===== src/rtl/dhkt_pkg.sv =====
// ----------------------------------------------------------------------------
// dhkt_pkg
// Shared types and constants for the double-hashing key table: request and
// result payloads, status codes, and the controller/datapath command bundles.
// ----------------------------------------------------------------------------
package dhkt_pkg;

    localparam int TABLE_SLOTS_DEF = 127;

    localparam int KEY_W     = 31;
    localparam int VALUE_W   = 32;
    localparam int STATUS_W  = 2;
    localparam int ENTRIES_W = 7;

    // reciprocal multiply, then remainder; final correction at probe set-up
    localparam int HASH_STEPS = 2;
    localparam int HASH_CNT_W = $clog2(HASH_STEPS);

    localparam logic MODE_INSERT = 1'b0;
    localparam logic MODE_SEARCH = 1'b1;

    typedef enum logic [STATUS_W-1:0] {
        STATUS_OK   = 2'd0,
        STATUS_FULL = 2'd1,
        STATUS_MISS = 2'd2
    } status_t;

    typedef struct packed {
        logic                mode;
        logic [KEY_W-1:0]    key;
        logic [VALUE_W-1:0]  value;
    } request_t;

    typedef struct packed {
        logic [STATUS_W-1:0]  status;
        logic [VALUE_W-1:0]   value_out;
        logic [ENTRIES_W-1:0] entries_used;
    } result_t;

    typedef struct packed {
        logic    clear_wr;
        logic    load;
        logic    hash_step;
        logic    probe_init;
        logic    mem_rd;
        logic    write;
        logic    advance;
        logic    finish;
        status_t res_status;
        logic    res_hit;
    } dp_cmd_t;

    typedef struct packed {
        logic clear_last;
        logic hash_last;
        logic refuse;
        logic is_search;
        logic slot_empty;
        logic slot_match;
        logic probe_last;
    } dp_status_t;

endpackage


===== src/rtl/dhkt_ctrl.sv =====
// ----------------------------------------------------------------------------
// dhkt_ctrl
// Sequencer: clearing pass after reset, key reduction, then one memory read
// and one check per probe until the request is resolved.
// ----------------------------------------------------------------------------
module dhkt_ctrl (
    input  logic                  clk,
    input  logic                  rst_n,
    input  logic                  start,
    input  dhkt_pkg::dp_status_t  stat,
    output dhkt_pkg::dp_cmd_t     cmd,
    output logic                  busy
);
    import dhkt_pkg::*;

    typedef enum logic [5:0] {
        ST_CLEAR = 6'b000001,
        ST_IDLE  = 6'b000010,
        ST_HASH  = 6'b000100,
        ST_INIT  = 6'b001000,
        ST_READ  = 6'b010000,
        ST_CHECK = 6'b100000
    } state_t;

    state_t state_reg;
    state_t state_next;

    always_comb
    begin
        state_next     = state_reg;
        cmd            = '0;
        cmd.res_status = STATUS_OK;
        case (state_reg)
            ST_CLEAR:
            begin
                cmd.clear_wr = 1'b1;
                if (stat.clear_last)
                begin
                    state_next = ST_IDLE;
                end
            end
            ST_IDLE:
            begin
                if (start)
                begin
                    cmd.load   = 1'b1;
                    state_next = ST_HASH;
                end
            end
            ST_HASH:
            begin
                if (stat.refuse)
                begin
                    cmd.finish     = 1'b1;
                    cmd.res_status = STATUS_FULL;
                    state_next     = ST_IDLE;
                end
                else
                begin
                    cmd.hash_step = 1'b1;
                    if (stat.hash_last)
                    begin
                        state_next = ST_INIT;
                    end
                end
            end
            ST_INIT:
            begin
                cmd.probe_init = 1'b1;
                state_next     = ST_READ;
            end
            ST_READ:
            begin
                cmd.mem_rd = 1'b1;
                state_next = ST_CHECK;
            end
            ST_CHECK:
            begin
                if (stat.slot_empty)
                begin
                    cmd.finish = 1'b1;
                    if (stat.is_search)
                    begin
                        cmd.res_status = STATUS_MISS;
                    end
                    else
                    begin
                        cmd.write = 1'b1;
                    end
                    state_next = ST_IDLE;
                end
                else if (stat.slot_match)
                begin
                    cmd.finish = 1'b1;
                    if (stat.is_search)
                    begin
                        cmd.res_hit = 1'b1;
                    end
                    else
                    begin
                        cmd.write = 1'b1;
                    end
                    state_next = ST_IDLE;
                end
                else if (stat.probe_last)
                begin
                    cmd.finish = 1'b1;
                    if (stat.is_search)
                    begin
                        cmd.res_status = STATUS_MISS;
                    end
                    else
                    begin
                        cmd.res_status = STATUS_FULL;
                    end
                    state_next = ST_IDLE;
                end
                else
                begin
                    cmd.advance = 1'b1;
                    state_next  = ST_READ;
                end
            end
            default:
            begin
                state_next = ST_CLEAR;
            end
        endcase
    end

    always_ff @(posedge clk or negedge rst_n)
    begin
        if (!rst_n)
        begin
            state_reg <= ST_CLEAR;
        end
        else
        begin
            state_reg <= state_next;
        end
    end

    assign busy = (state_reg != ST_IDLE);

endmodule


===== config.mk =====
export PLATFORM = sky130hd
export DESIGN_NAME = dhkt_ctrl
export DESIGN_NICKNAME = d
export VERILOG_FILES = /design/src/rtl/dhkt_pkg.sv /design/src/rtl/dhkt_ctrl.sv
export SDC_FILE = /design/constraint.sdc
export NUM_CORES = 1
export LEC_CHECK = 0
export BUFFER_PORTS_ARGS = -buffer_cell sky130_fd_sc_hd__buf_2
export CAP_MARGIN = 5
export CORE_AREA = 2 2 39 41
export CTS_CLUSTER_DIAMETER = 60
export DETAILED_ROUTE_END_ITERATION = 6
export DIE_AREA = 0 0 41 43
export PLACE_DENSITY = 0.67
export REMOVE_ABC_BUFFERS = 1
export SLEW_MARGIN = 20
export SYNTH_ARGS = -nofsm -noshare
export SYNTH_HDL_FRONTEND = slang
export SYNTH_SLANG_ARGS = --single-unit

===== constraint.sdc =====
create_clock -name clk -period 1.5 [get_ports clk]
set_input_delay 0.075 -clock clk [delete_from_list [all_inputs] [get_ports clk]]
set_output_delay 0.075 -clock clk [all_outputs]
set_load 0.005 [all_outputs]

Yosys cells after proc, flatten, opt, wreduce, memory -nomap -nowiden
Index checks and enable logic that the tools add are counted.
{"block": "op_classes", "n_eq_ne": 10, "muxes": 34, "reduce_logical": 1}
{"op": "$mux 6", "count": 6}
{"op": "$pmux 6 s6", "count": 1}
{"op": "$mux 1", "count": 18}
{"op": "$mux 3", "count": 3}
{"op": "$mux 2", "count": 4}
{"op": "$eq 6x1->1 const B", "count": 1}
{"op": "$eq 6x2->1 const B", "count": 1}
{"op": "$eq 6x3->1 const B", "count": 1}
{"op": "$eq 6x4->1 const B", "count": 1}
{"op": "$eq 6x5->1 const B", "count": 1}
{"op": "$eq 6x6->1 const B", "count": 1}
{"op": "$ne 6x2->1 const B", "count": 1}
{"op": "$pmux 3 s2", "count": 1}
{"op": "$mux 5", "count": 1}
{"op": "$ne 2x2->1 const B", "count": 2}
{"op": "$ne 3x3->1 const B", "count": 1}
{"op": "$reduce_and 3->1", "count": 1}
{"block": "word_totals", "reg_bits": 6, "in_bits": 10, "word_cells": 46}

Logic depth before layout (Yosys ltp)
Gate-level depths: netlist of run 1.
{"block": "depth", "depth_word": 5, "ltp_mapped": 4}

Least setup slack after synthesis of run 1
Ideal clock, no wire load.
{"block": "synth_path", "path_kind": "register to register", "start": "register state_reg[1]", "end": "register state_reg[1]", "setup_time_ns": 0.081, "arrival_time_ns": 1.116, "required_time_ns": 1.419, "slack_ns": 0.303, "stages_incl_launch_ff": 5, "path_buffers": 0, "period_less_slack_ns": 1.197, "path_cell_list": "dfrtp_1 > nor2_4 > nand4b_4 > o211a_1 > o22ai_2"}
{"block": "synth_via", "elab_chain_len": 3, "elab_cells_between_ends": 11, "classes_between": "eq/ne: 9; mux: 1; reduce/logical: 1"}
{"item": "from (decl)", "line_no": "dhkt_ctrl.sv:25", "text": "state_t state_reg;"}
{"item": "from (signal assigned)", "line_no": "dhkt_ctrl.sv:139", "text": "state_reg <= state_next;"}
{"item": "$eq 6x3->1, or another cell as far along", "line_no": "dhkt_ctrl.sv:33", "text": "case (state_reg)"}
{"item": "$ne 3x3->1 (no source line) or $ne 2x2->1 (tied branches)"}
{"item": "$reduce_and 3->1 (no source line)"}
Several ways; a longest one is shown, not always the timed one.
A chain may end at the register's enable or synchronous reset.

==> results.md, run 1 <==
- Layout cells sized above 1: 61.54%
- CTS sink count: 6
- Pint: 589.6 µW
- Synth Register Bits: 6
- Worst VDD drop: 0.6165 mV
- Final setup vio count: 3
- Worst-path fanout max: 5
- Mapped Cells: 53
- Synth-to-layout area growth: 61.52%
- Startpoint Class: register
- H-tree depth: 1
- Hold Crit Class: in -> reg
- Placed cell area: 603.1 µm²
- Initial antenna violation count: 0
- DR iter-0 viols: 25
- Power Density: 1273 nW/µm²
- Row count: 14
- Io pins: 22
- Clock Path Buffers: 2
- CTS tree: built
- Via density: 5.411
- Static Leak: 0.0004301 µW
- IO buf count: 21
- CTS clk-pin slew, worst paths: 0.05 ns
- Max-capacitance violation count: 0
- Number of remaining DRC errors: 0
- Status: finished, violations left
- Syn Std Cell Area: 478.0 µm²
- Total power: 983.0 µW
- Die H: 43 µm
- Final instance area: 772.0 µm²
- Sequential fraction of the synthesis area: 31.68%
- Crit. End Element: primary output
- Vias in the first global route: 493
- Period utilization: 100.4%
- Detailed Place HPWL: 897.2 µm
- Worst-Skew Late Latency: 0.26 ns
- Routed WL per cell: 14.78 µm
- Largest net degree at the start of global routing: 8
- Register share of total power: 27.0%
- P_sw: 393.3 µW
- Final nets: 102
- First-pass GRT wire length: 2277 µm
- Combinational power share: 54.9%
- Die ar.: 1763 µm²
- Clock period minus worst slack: 1.506 ns
- DRT antenna net count: 0
- Violated checks: negative setup slack
- Fill cells: 128
- Final hold violations: 0
- Clock skew: 0.005772 ns
- Drt first pass iters: 4
- Final hold slack: 0.02816 ns
- Grt total ovfl: 0
- Setup ws final: -0.006344 ns
- Max-Slew Margin vs Limit: 72.98%
- YS warnings: 0
- Worst endpoint data arrival time: 1.43 ns
- Max-slew violation count: 0
- Final WL: 1581 µm
- CTS Root Cell: clkbuf_4
- Initial Utilization: 34.54%
- Avg Cell Area, Syn: 9.018 µm²
- Gr usage total: 19.74%
- Placeable Area: 1384 µm²
- Diode count: 0
- Clock Power Share: 18.1%
- WP data required: 1.42 ns
- Worst slew pin tran: 0.4001 ns
- Total CTS buffers: 3
- Vias: 579
- Unrepaired setup endpoints after global routing: yes
- GP Congestion: 0.8037
- Kind of critical path: reg -> out
- Die width: 41 µm
- Largest register FFs: 6
- Fmax: 663.9 MHz
- Switching part of the total: 40.02%
- Yosys cell types: 29
[layout make-up]
class,instances,area [µm²],share of cell area (%)
multi-input combinational,42,339.1,43.92
timing repair buffer,34,211.5,27.39
tap,16,20.02,2.593
sequential,6,156.4,20.26
inverter,5,18.77,2.431
clock buffer,4,26.28,3.404
[through the flow]
stage	setup slack (ns)	TNS, ns	instances	utilization (%)
after CTS	0.006598	0	100	50.00
after global placement	0.2147	0	90	43.58
final	-0.006344	-0.01047	107	55.79
after global routing	-0.08144	-0.4534	107	55.79
after floorplan	0.3030	0	53	-
after detailed placement	0.1810	0	90	43.58
[cell families after synthesis]
| family | share of synthesized area [%] |
|---|---|
| AOI/OAI and AO/OA | 16.49 |
| xor gates and xnor gates | 1.833 |
| buffers and inverters | 3.927 |
| DFF | 31.68 |
| and+or+nand+nor | 46.08 |
[cell usage after synthesis (all sizes together)]
| cell | instances | area share [%] |
|---|---|---|
| nor4 | 3 | 7.1 |
| or2 | 1 | 1.3 |
| nand2 | 5 | 3.9 |
| dfrtp | 5 | 26 |
| o22ai | 1 | 2.6 |
| nand4b | 2 | 6.8 |
| dfstp | 1 | 5.5 |
| nor2 | 6 | 8.4 |
| a21o | 1 | 1.6 |
| xor2 | 1 | 1.8 |
| a21oi | 2 | 2.1 |
| nor2b | 1 | 1.3 |
| and4b | 2 | 4.7 |
| nor3 | 6 | 7.3 |
| o31ai | 1 | 1.6 |
| nand2b | 1 | 1.3 |
| o41ai | 1 | 1.8 |
| o21ai | 3 | 3.1 |
| o211ai | 1 | 1.6 |
| nand4 | 1 | 1.3 |
| nand3 | 1 | 1.0 |
| nand3b | 1 | 1.6 |
| inv | 5 | 3.9 |
| o211a | 1 | 2.1 |
[power groups by stage]
| stage | clock network, µW | registers, µW | logic (µW) |
|---|---|---|---|
| after floorplan | 0 | 268 | 254 |
| after global placement | 0 | 279 | 341 |
| after detailed placement | 0 | 283 | 348 |
| after CTS | 178 | 265 | 443 |
| after global routing | 184 | 270 | 582 |
| final | 178 | 265 | 540 |
[repair_timing]
item                                    CTS  global route
hold buffers                              1             0
gates resized for setup                   6             6
buffers inserted                          5             7
pin swaps                                 3             3
endpoints found under the setup margin    9            10
hold endpoints to repair                  6             0
[critical path: stages (launching register included)]
cell     delay [ns]
dfrtp_2        0.45
nor2_4         0.16
buf_4          0.14
nand4_1        0.16
o21ai_0        0.13
buf_2          0.14
[routing by layer]
layer / global-route usage [%] / vias up / part of all wire [%]
li1: - / 276 / -
met1: 23.38 / 267 / 40
met2: 30.94 / 28 / 51
met3: 5.236 / 8 / 6.6
met4: 10.00 / 0 / 2.3
met5: 0 / - / 0
[path summary, 6_finish.rpt]
path                                    from           end  cells after the start  slack [ns]
worst max-delay path            state_reg[1]        cmd[3]                      5      -0.006
worst min-delay path                   start  state_reg[1]                      2        0.03
worst max register to register  state_reg[3]  state_reg[1]                      5        0.18
worst min register to register  state_reg[3]  state_reg[0]                      2        0.68
max in group asynchronous              rst_n  state_reg[0]                      2        1.10
min in group asynchronous              rst_n  state_reg[4]                      2        0.17
[layout by cell type, fill, tap and decap left out, types with 2 or more instances in the layout]
cell type	count
nor3_1	3
nor2_1	2
nor3_2	3
nor2_4	3
nand2_1	5
buf_2	20
inv_1	5
and4b_2	2
a21oi_1	2
o21ai_0	3
clkbuf_4	3
dfrtp_2	4
buf_4	12
Note: power is estimated with default switching activity, not from simulation.
==> inputs of run 2 (changes only) <==
--- a/config.mk
+++ b/config.mk
@@ -8,6 +8,7 @@
 export BUFFER_PORTS_ARGS = -buffer_cell sky130_fd_sc_hd__buf_2
 export CAP_MARGIN = 5
 export CORE_AREA = 2 2 39 41
+export CTS_BUF_LIST = sky130_fd_sc_hd__clkbuf_4 sky130_fd_sc_hd__clkbuf_8 sky130_fd_sc_hd__clkbuf_16
 export CTS_CLUSTER_DIAMETER = 60
 export DETAILED_ROUTE_END_ITERATION = 6
 export DIE_AREA = 0 0 41 43
==> results.md, run 2 (synthesis results as in run 1) <==
- CP cell instances: nor2_4 -> buf_6 -> nand4_1 -> o21ai_1 -> buf_2
- CTS tree: built
- Crit. End Element: primary output
- Diode count: 0
- Worst slew pin tran: 0.3985 ns
- CTS clk-pin slew, worst paths: 0.05 ns
- Placeable Area: 1384 µm²
- WP data required: 1.42 ns
- Fill cells: 126
- H-tree depth: 1
- Final setup vio count: 3
- IO buf count: 21
- DR iter-0 viols: 14
- Synth-to-layout area growth: 62.83%
- Drt first pass iters: 4
- Commonest cells after routing, fill and taps aside: 21 x buf_2, 13 x buf_4, 5 x inv_1, 5 x nand2_1, 5 x dfrtp_2
- Multi-input gate area: 327.8 µm²
- R2R Path Start: state_reg[3]
- Initial Utilization: 34.54%
- RR Endpoint: state_reg[1]
- Startpoint Class: register
- Hold Crit Class: in -> reg
- Power Density: 1294 nW/µm²
- Worst endpoint data arrival time: 1.46 ns
- WHS Endpoint: state_reg[1]
- Fmax: 650.5 MHz
- Layout cells sized above 1: 62.37%
- Setup ws final: -0.03717 ns
- Final setup TNS: -0.07554 ns
- R2R Setup Slk: 0.17 ns
- Max-capacitance violation count: 0
- Hold path depth: 2
- Clock skew: 0.008229 ns
- Total CTS buffers: 3
- Die ar.: 1763 µm²
- Status: finished, violations left
- Gr usage total: 20.42%
- Grt total ovfl: 0
- Max-Slew Margin vs Limit: 73.08%
- Final hold violations: 0
- DRT antenna net count: 0
- Most common cell after layout, fill and taps aside: buf_2
- Area taken by flip-flops and latches: 157.7 µm²
- Die width: 41 µm
- Setup crit start: state_reg[1]
- FF-to-FF path depth: 5
- Detailed Place HPWL: 897.2 µm
- Violated checks: negative setup slack
- WP buf/inv: 2
- CP max-delay cell: dfrtp_2
- Number of remaining DRC errors: 0
- Max-slew violation count: 0
- Row count: 14
- Initial antenna violation count: 0
- Clock Path Buffers: 2
- Largest net degree at the start of global routing: 8
- Via density: 5.670
- Layout Utilization: 56.24%
- Vias in the first global route: 518
- Worst-Skew Late Latency: 0.26 ns
- Period utilization: 102.5%
- Worst-path fanout max: 5
- Worst VDD drop: 0.6985 mV
- Final WL: 1618 µm
- CTS sink count: 6
- Place WS: 0.1810 ns
- Clock period minus worst slack: 1.537 ns
- Static Leak: 0.0004004 µW
- Die H: 43 µm
- Unrepaired setup endpoints after global routing: yes
- CTS Root Cell: clkbuf_4
- First-pass GRT wire length: 2373 µm
- CP max stage delay: 0.44 ns
- Origin of the worst min-delay path: start
- Routed WL per cell: 14.84 µm
- Final hold slack: 0.03038 ns
- Final nets: 104
- GP Congestion: 0.8037
- Io pins: 22
- Vias: 618
- Kind of critical path: reg -> out
- Largest register FFs: 6
- Crit path max-delay family: flip-flops
==> run 2: per-stage QoR <==
stage               total power, µW  std cells  cell area [µm²]
floorplan                     522.8         53            478.0
global route                   1066        109            778.2
detailed placement            630.5         90            603.1
CTS                           905.3        102            710.7
global placement              620.5         90            603.1
finish                         1007        109            778.2
==> run 2: worst max path at each step <==
stage	end	slack (ns)	cells after the start
after floorplan	state_reg[1]	0.30	4
after global placement	cmd[9]	0.21	4
after detailed placement	cmd[1]	0.18	4
after CTS	cmd[1]	0.005	4
after global routing	cmd[10]	-0.09	5
final	cmd[3]	-0.04	5
==> run 2: per-layer routing <==
metal	global-route usage [%]	up-vias	share of wire, %
met5	0	-	0
met4	12.67	0	4.2
met3	5.759	10	6.4
met2	30.94	33	49
met1	23.95	292	41
li1	-	283	-
==> run 2: timing repair <==
action | in CTS | in global routing
endpoints found under the hold margin | 6 | 0
endpoints found under the setup margin | 6 | 10
gates resized for setup | 6 | 6
pin swaps | 2 | 7
hold buffers | 1 | 0
buffers inserted | 7 | 7
==> run 2: power breakdown <==
group	switching (µW)	internal, µW
logic	269	281
clock network	76.1	120
registers	48.8	212
==> run 2: cell type report <==
cell class                 count  share of cell area, %
inverter                       5                  2.412
timing repair buffer          36                  28.78
clock buffer                   4                  3.859
tap                           16                  2.572
sequential                     6                  20.26
multi-input combinational     42                  42.12
==> inputs of run 3 (changes only) <==
--- a/config.mk
+++ b/config.mk
@@ -13,6 +13,7 @@
 export DETAILED_ROUTE_END_ITERATION = 6
 export DIE_AREA = 0 0 41 43
 export PLACE_DENSITY = 0.67
+export RECOVER_POWER = 100
 export REMOVE_ABC_BUFFERS = 1
 export SLEW_MARGIN = 20
 export SYNTH_ARGS = -nofsm -noshare
==> results.md, run 3 (synthesis results as in run 1) <==
- Status: finished, violations left
- Violated checks: negative setup slack
- Worst endpoint data arrival time: 1.45 ns
- M1 GR Usage: 23.95%
- Final nets: 104
- Startpoint Class: register
- Detailed Place HPWL: 897.2 µm
- Die H: 43 µm
- Worst VDD drop: 0.6966 mV
- Period utilization: 101.8%
- Placeable Area: 1384 µm²
- Die width: 41 µm
- Clock skew: 0.008456 ns
- CTS Root Cell: clkbuf_4
- H-tree depth: 1
- Row count: 14
- Worst-path fanout max: 5
- DRT antenna net count: 0
- Clock Path Buffers: 2
- Largest register FFs: 6
- Grt total ovfl: 0
- Synth-to-layout area growth: 62.57%
- Placed cell area: 603.1 µm²
- Fmax: 654.9 MHz
- Unrepaired setup endpoints after global routing: yes
- Final setup vio count: 2
- Largest net degree at the start of global routing: 8
- Die ar.: 1763 µm²
- Worst-Skew Late Latency: 0.26 ns
- Final hold violations: 0
- Final WL: 1615 µm
- Gr usage total: 20.42%
- Layout cells sized above 1: 61.29%
- Initial antenna violation count: 0
- Via density: 5.752
- Setup ws final: -0.02698 ns
- GP Congestion: 0.8037
- Max-slew violation count: 0
- Io pins: 22
- R2R Path Start: state_reg[3]
- IO buf count: 21
- Routed WL per cell: 14.82 µm
- Diode count: 0
- Setup crit start: state_reg[1]
- Max-Slew Margin vs Limit: 73.07%
- RR Endpoint: state_reg[1]
- Busiest grt layer: met2
- FF-to-FF path depth: 5
- R2R Setup Slk: 0.17 ns
- First-pass GRT wire length: 2373 µm
- Worst slew pin tran: 0.3988 ns
- Final setup TNS: -0.04986 ns
- Commonest cells after routing, fill and taps aside: 20 x buf_2, 13 x buf_4, 5 x inv_1, 5 x nand2_1, 5 x dfrtp_2
- WP data required: 1.42 ns
- Multi-input gate area: 327.8 µm²
- Vias: 627
- CTS sink count: 6
- Kind of critical path: reg -> out
- Hold Crit Class: in -> reg
- CTS tree: built
- CTS clk-pin slew, worst paths: 0.05 ns
- Area taken by flip-flops and latches: 157.7 µm²
- Vias in the first global route: 518
- Most common cell after layout, fill and taps aside: buf_2
- Max-capacitance violation count: 0
- Number of remaining DRC errors: 0
- Power Density: 1293 nW/µm²
- Final instance area: 777.0 µm²
- Initial Utilization: 34.54%
- Critical Path End: cmd[3]
- Met2 Resource Use GR: 30.94%
- GR Util met3: 5.759%
- Total CTS buffers: 3
- Clock period minus worst slack: 1.527 ns
- Crit. End Element: primary output
- DR iter-0 viols: 14
- Drt first pass iters: 4
- Fill cells: 126
- Static Leak: 0.0003976 µW
## run 3: power by group
group          switching, µW  internal, µW  leakage (µW)  total, µW
Combinational            269           280      0.000308        549
Sequential              47.9           212     0.0000708        260
Clock                   75.7           120     0.0000184        196
Total                    392           612      0.000398       1000
## run 3: what timing repair did
action / 4_1_cts / 5_1_grt
hold buffers: 1 / 0
buffers inserted: 7 / 7
pin swaps: 2 / 7
resized for setup: 6 / 6
setup endpoints to repair: 6 / 10
hold endpoints to repair: 6 / 0
## run 3: how the worst min path moves through the flow
stage / startpoint / endpoint / slack, ns / cells past startpoint
2_1_floorplan: rst_n / state_reg[1] / -0.22 / 0
3_3_place_gp: rst_n / state_reg[5] / -0.09 / 1
3_5_place_dp: rst_n / state_reg[5] / -0.09 / 1
4_1_cts: stat[4] / state_reg[3] / 0.008 / 2
5_1_grt: start / state_reg[1] / 0.03 / 2
6_report: start / state_reg[1] / 0.03 / 2
## run 3: cell type report
cell class,instances,share of cell area [%]
Clock buffer,4,3.865
Sequential cell,6,20.29
Tap cell,16,2.576
Inverter,5,2.415
Timing Repair Buffer,36,28.66
Multi-Input combinational cell,42,42.19
## run 3: stage by stage
stage               hold slack (ns)  total power [µW]  utilization, %  cells  worst slack [ns]
detailed placement         -0.08948             630.5           43.58     90            0.1810
global route                0.02784              1065           56.15    109          -0.09205
finish                      0.03097              1005           56.15    109          -0.02698
CTS                        0.008225             905.3           51.36    102          0.005328
floorplan                   -0.2206             522.8               -     53            0.3030
global placement           -0.08926             620.5           43.58     90            0.2147
## run 3: worst max-delay path, stage by stage, from the launching register on
cell and delay [ns]:
dfrtp_2 0.43, nor2_4 0.18, buf_6 0.13, nand4_1 0.20, o21ai_1 0.14, buf_2 0.12
## run 3: per-layer routing
metal	share of wire [%]	wire length [µm]	vias up
met5	0	0	-
li1	-	-	283
met2	49	788	33
met1	41	658	301
met3	6.6	106	10
met4	3.8	61	0
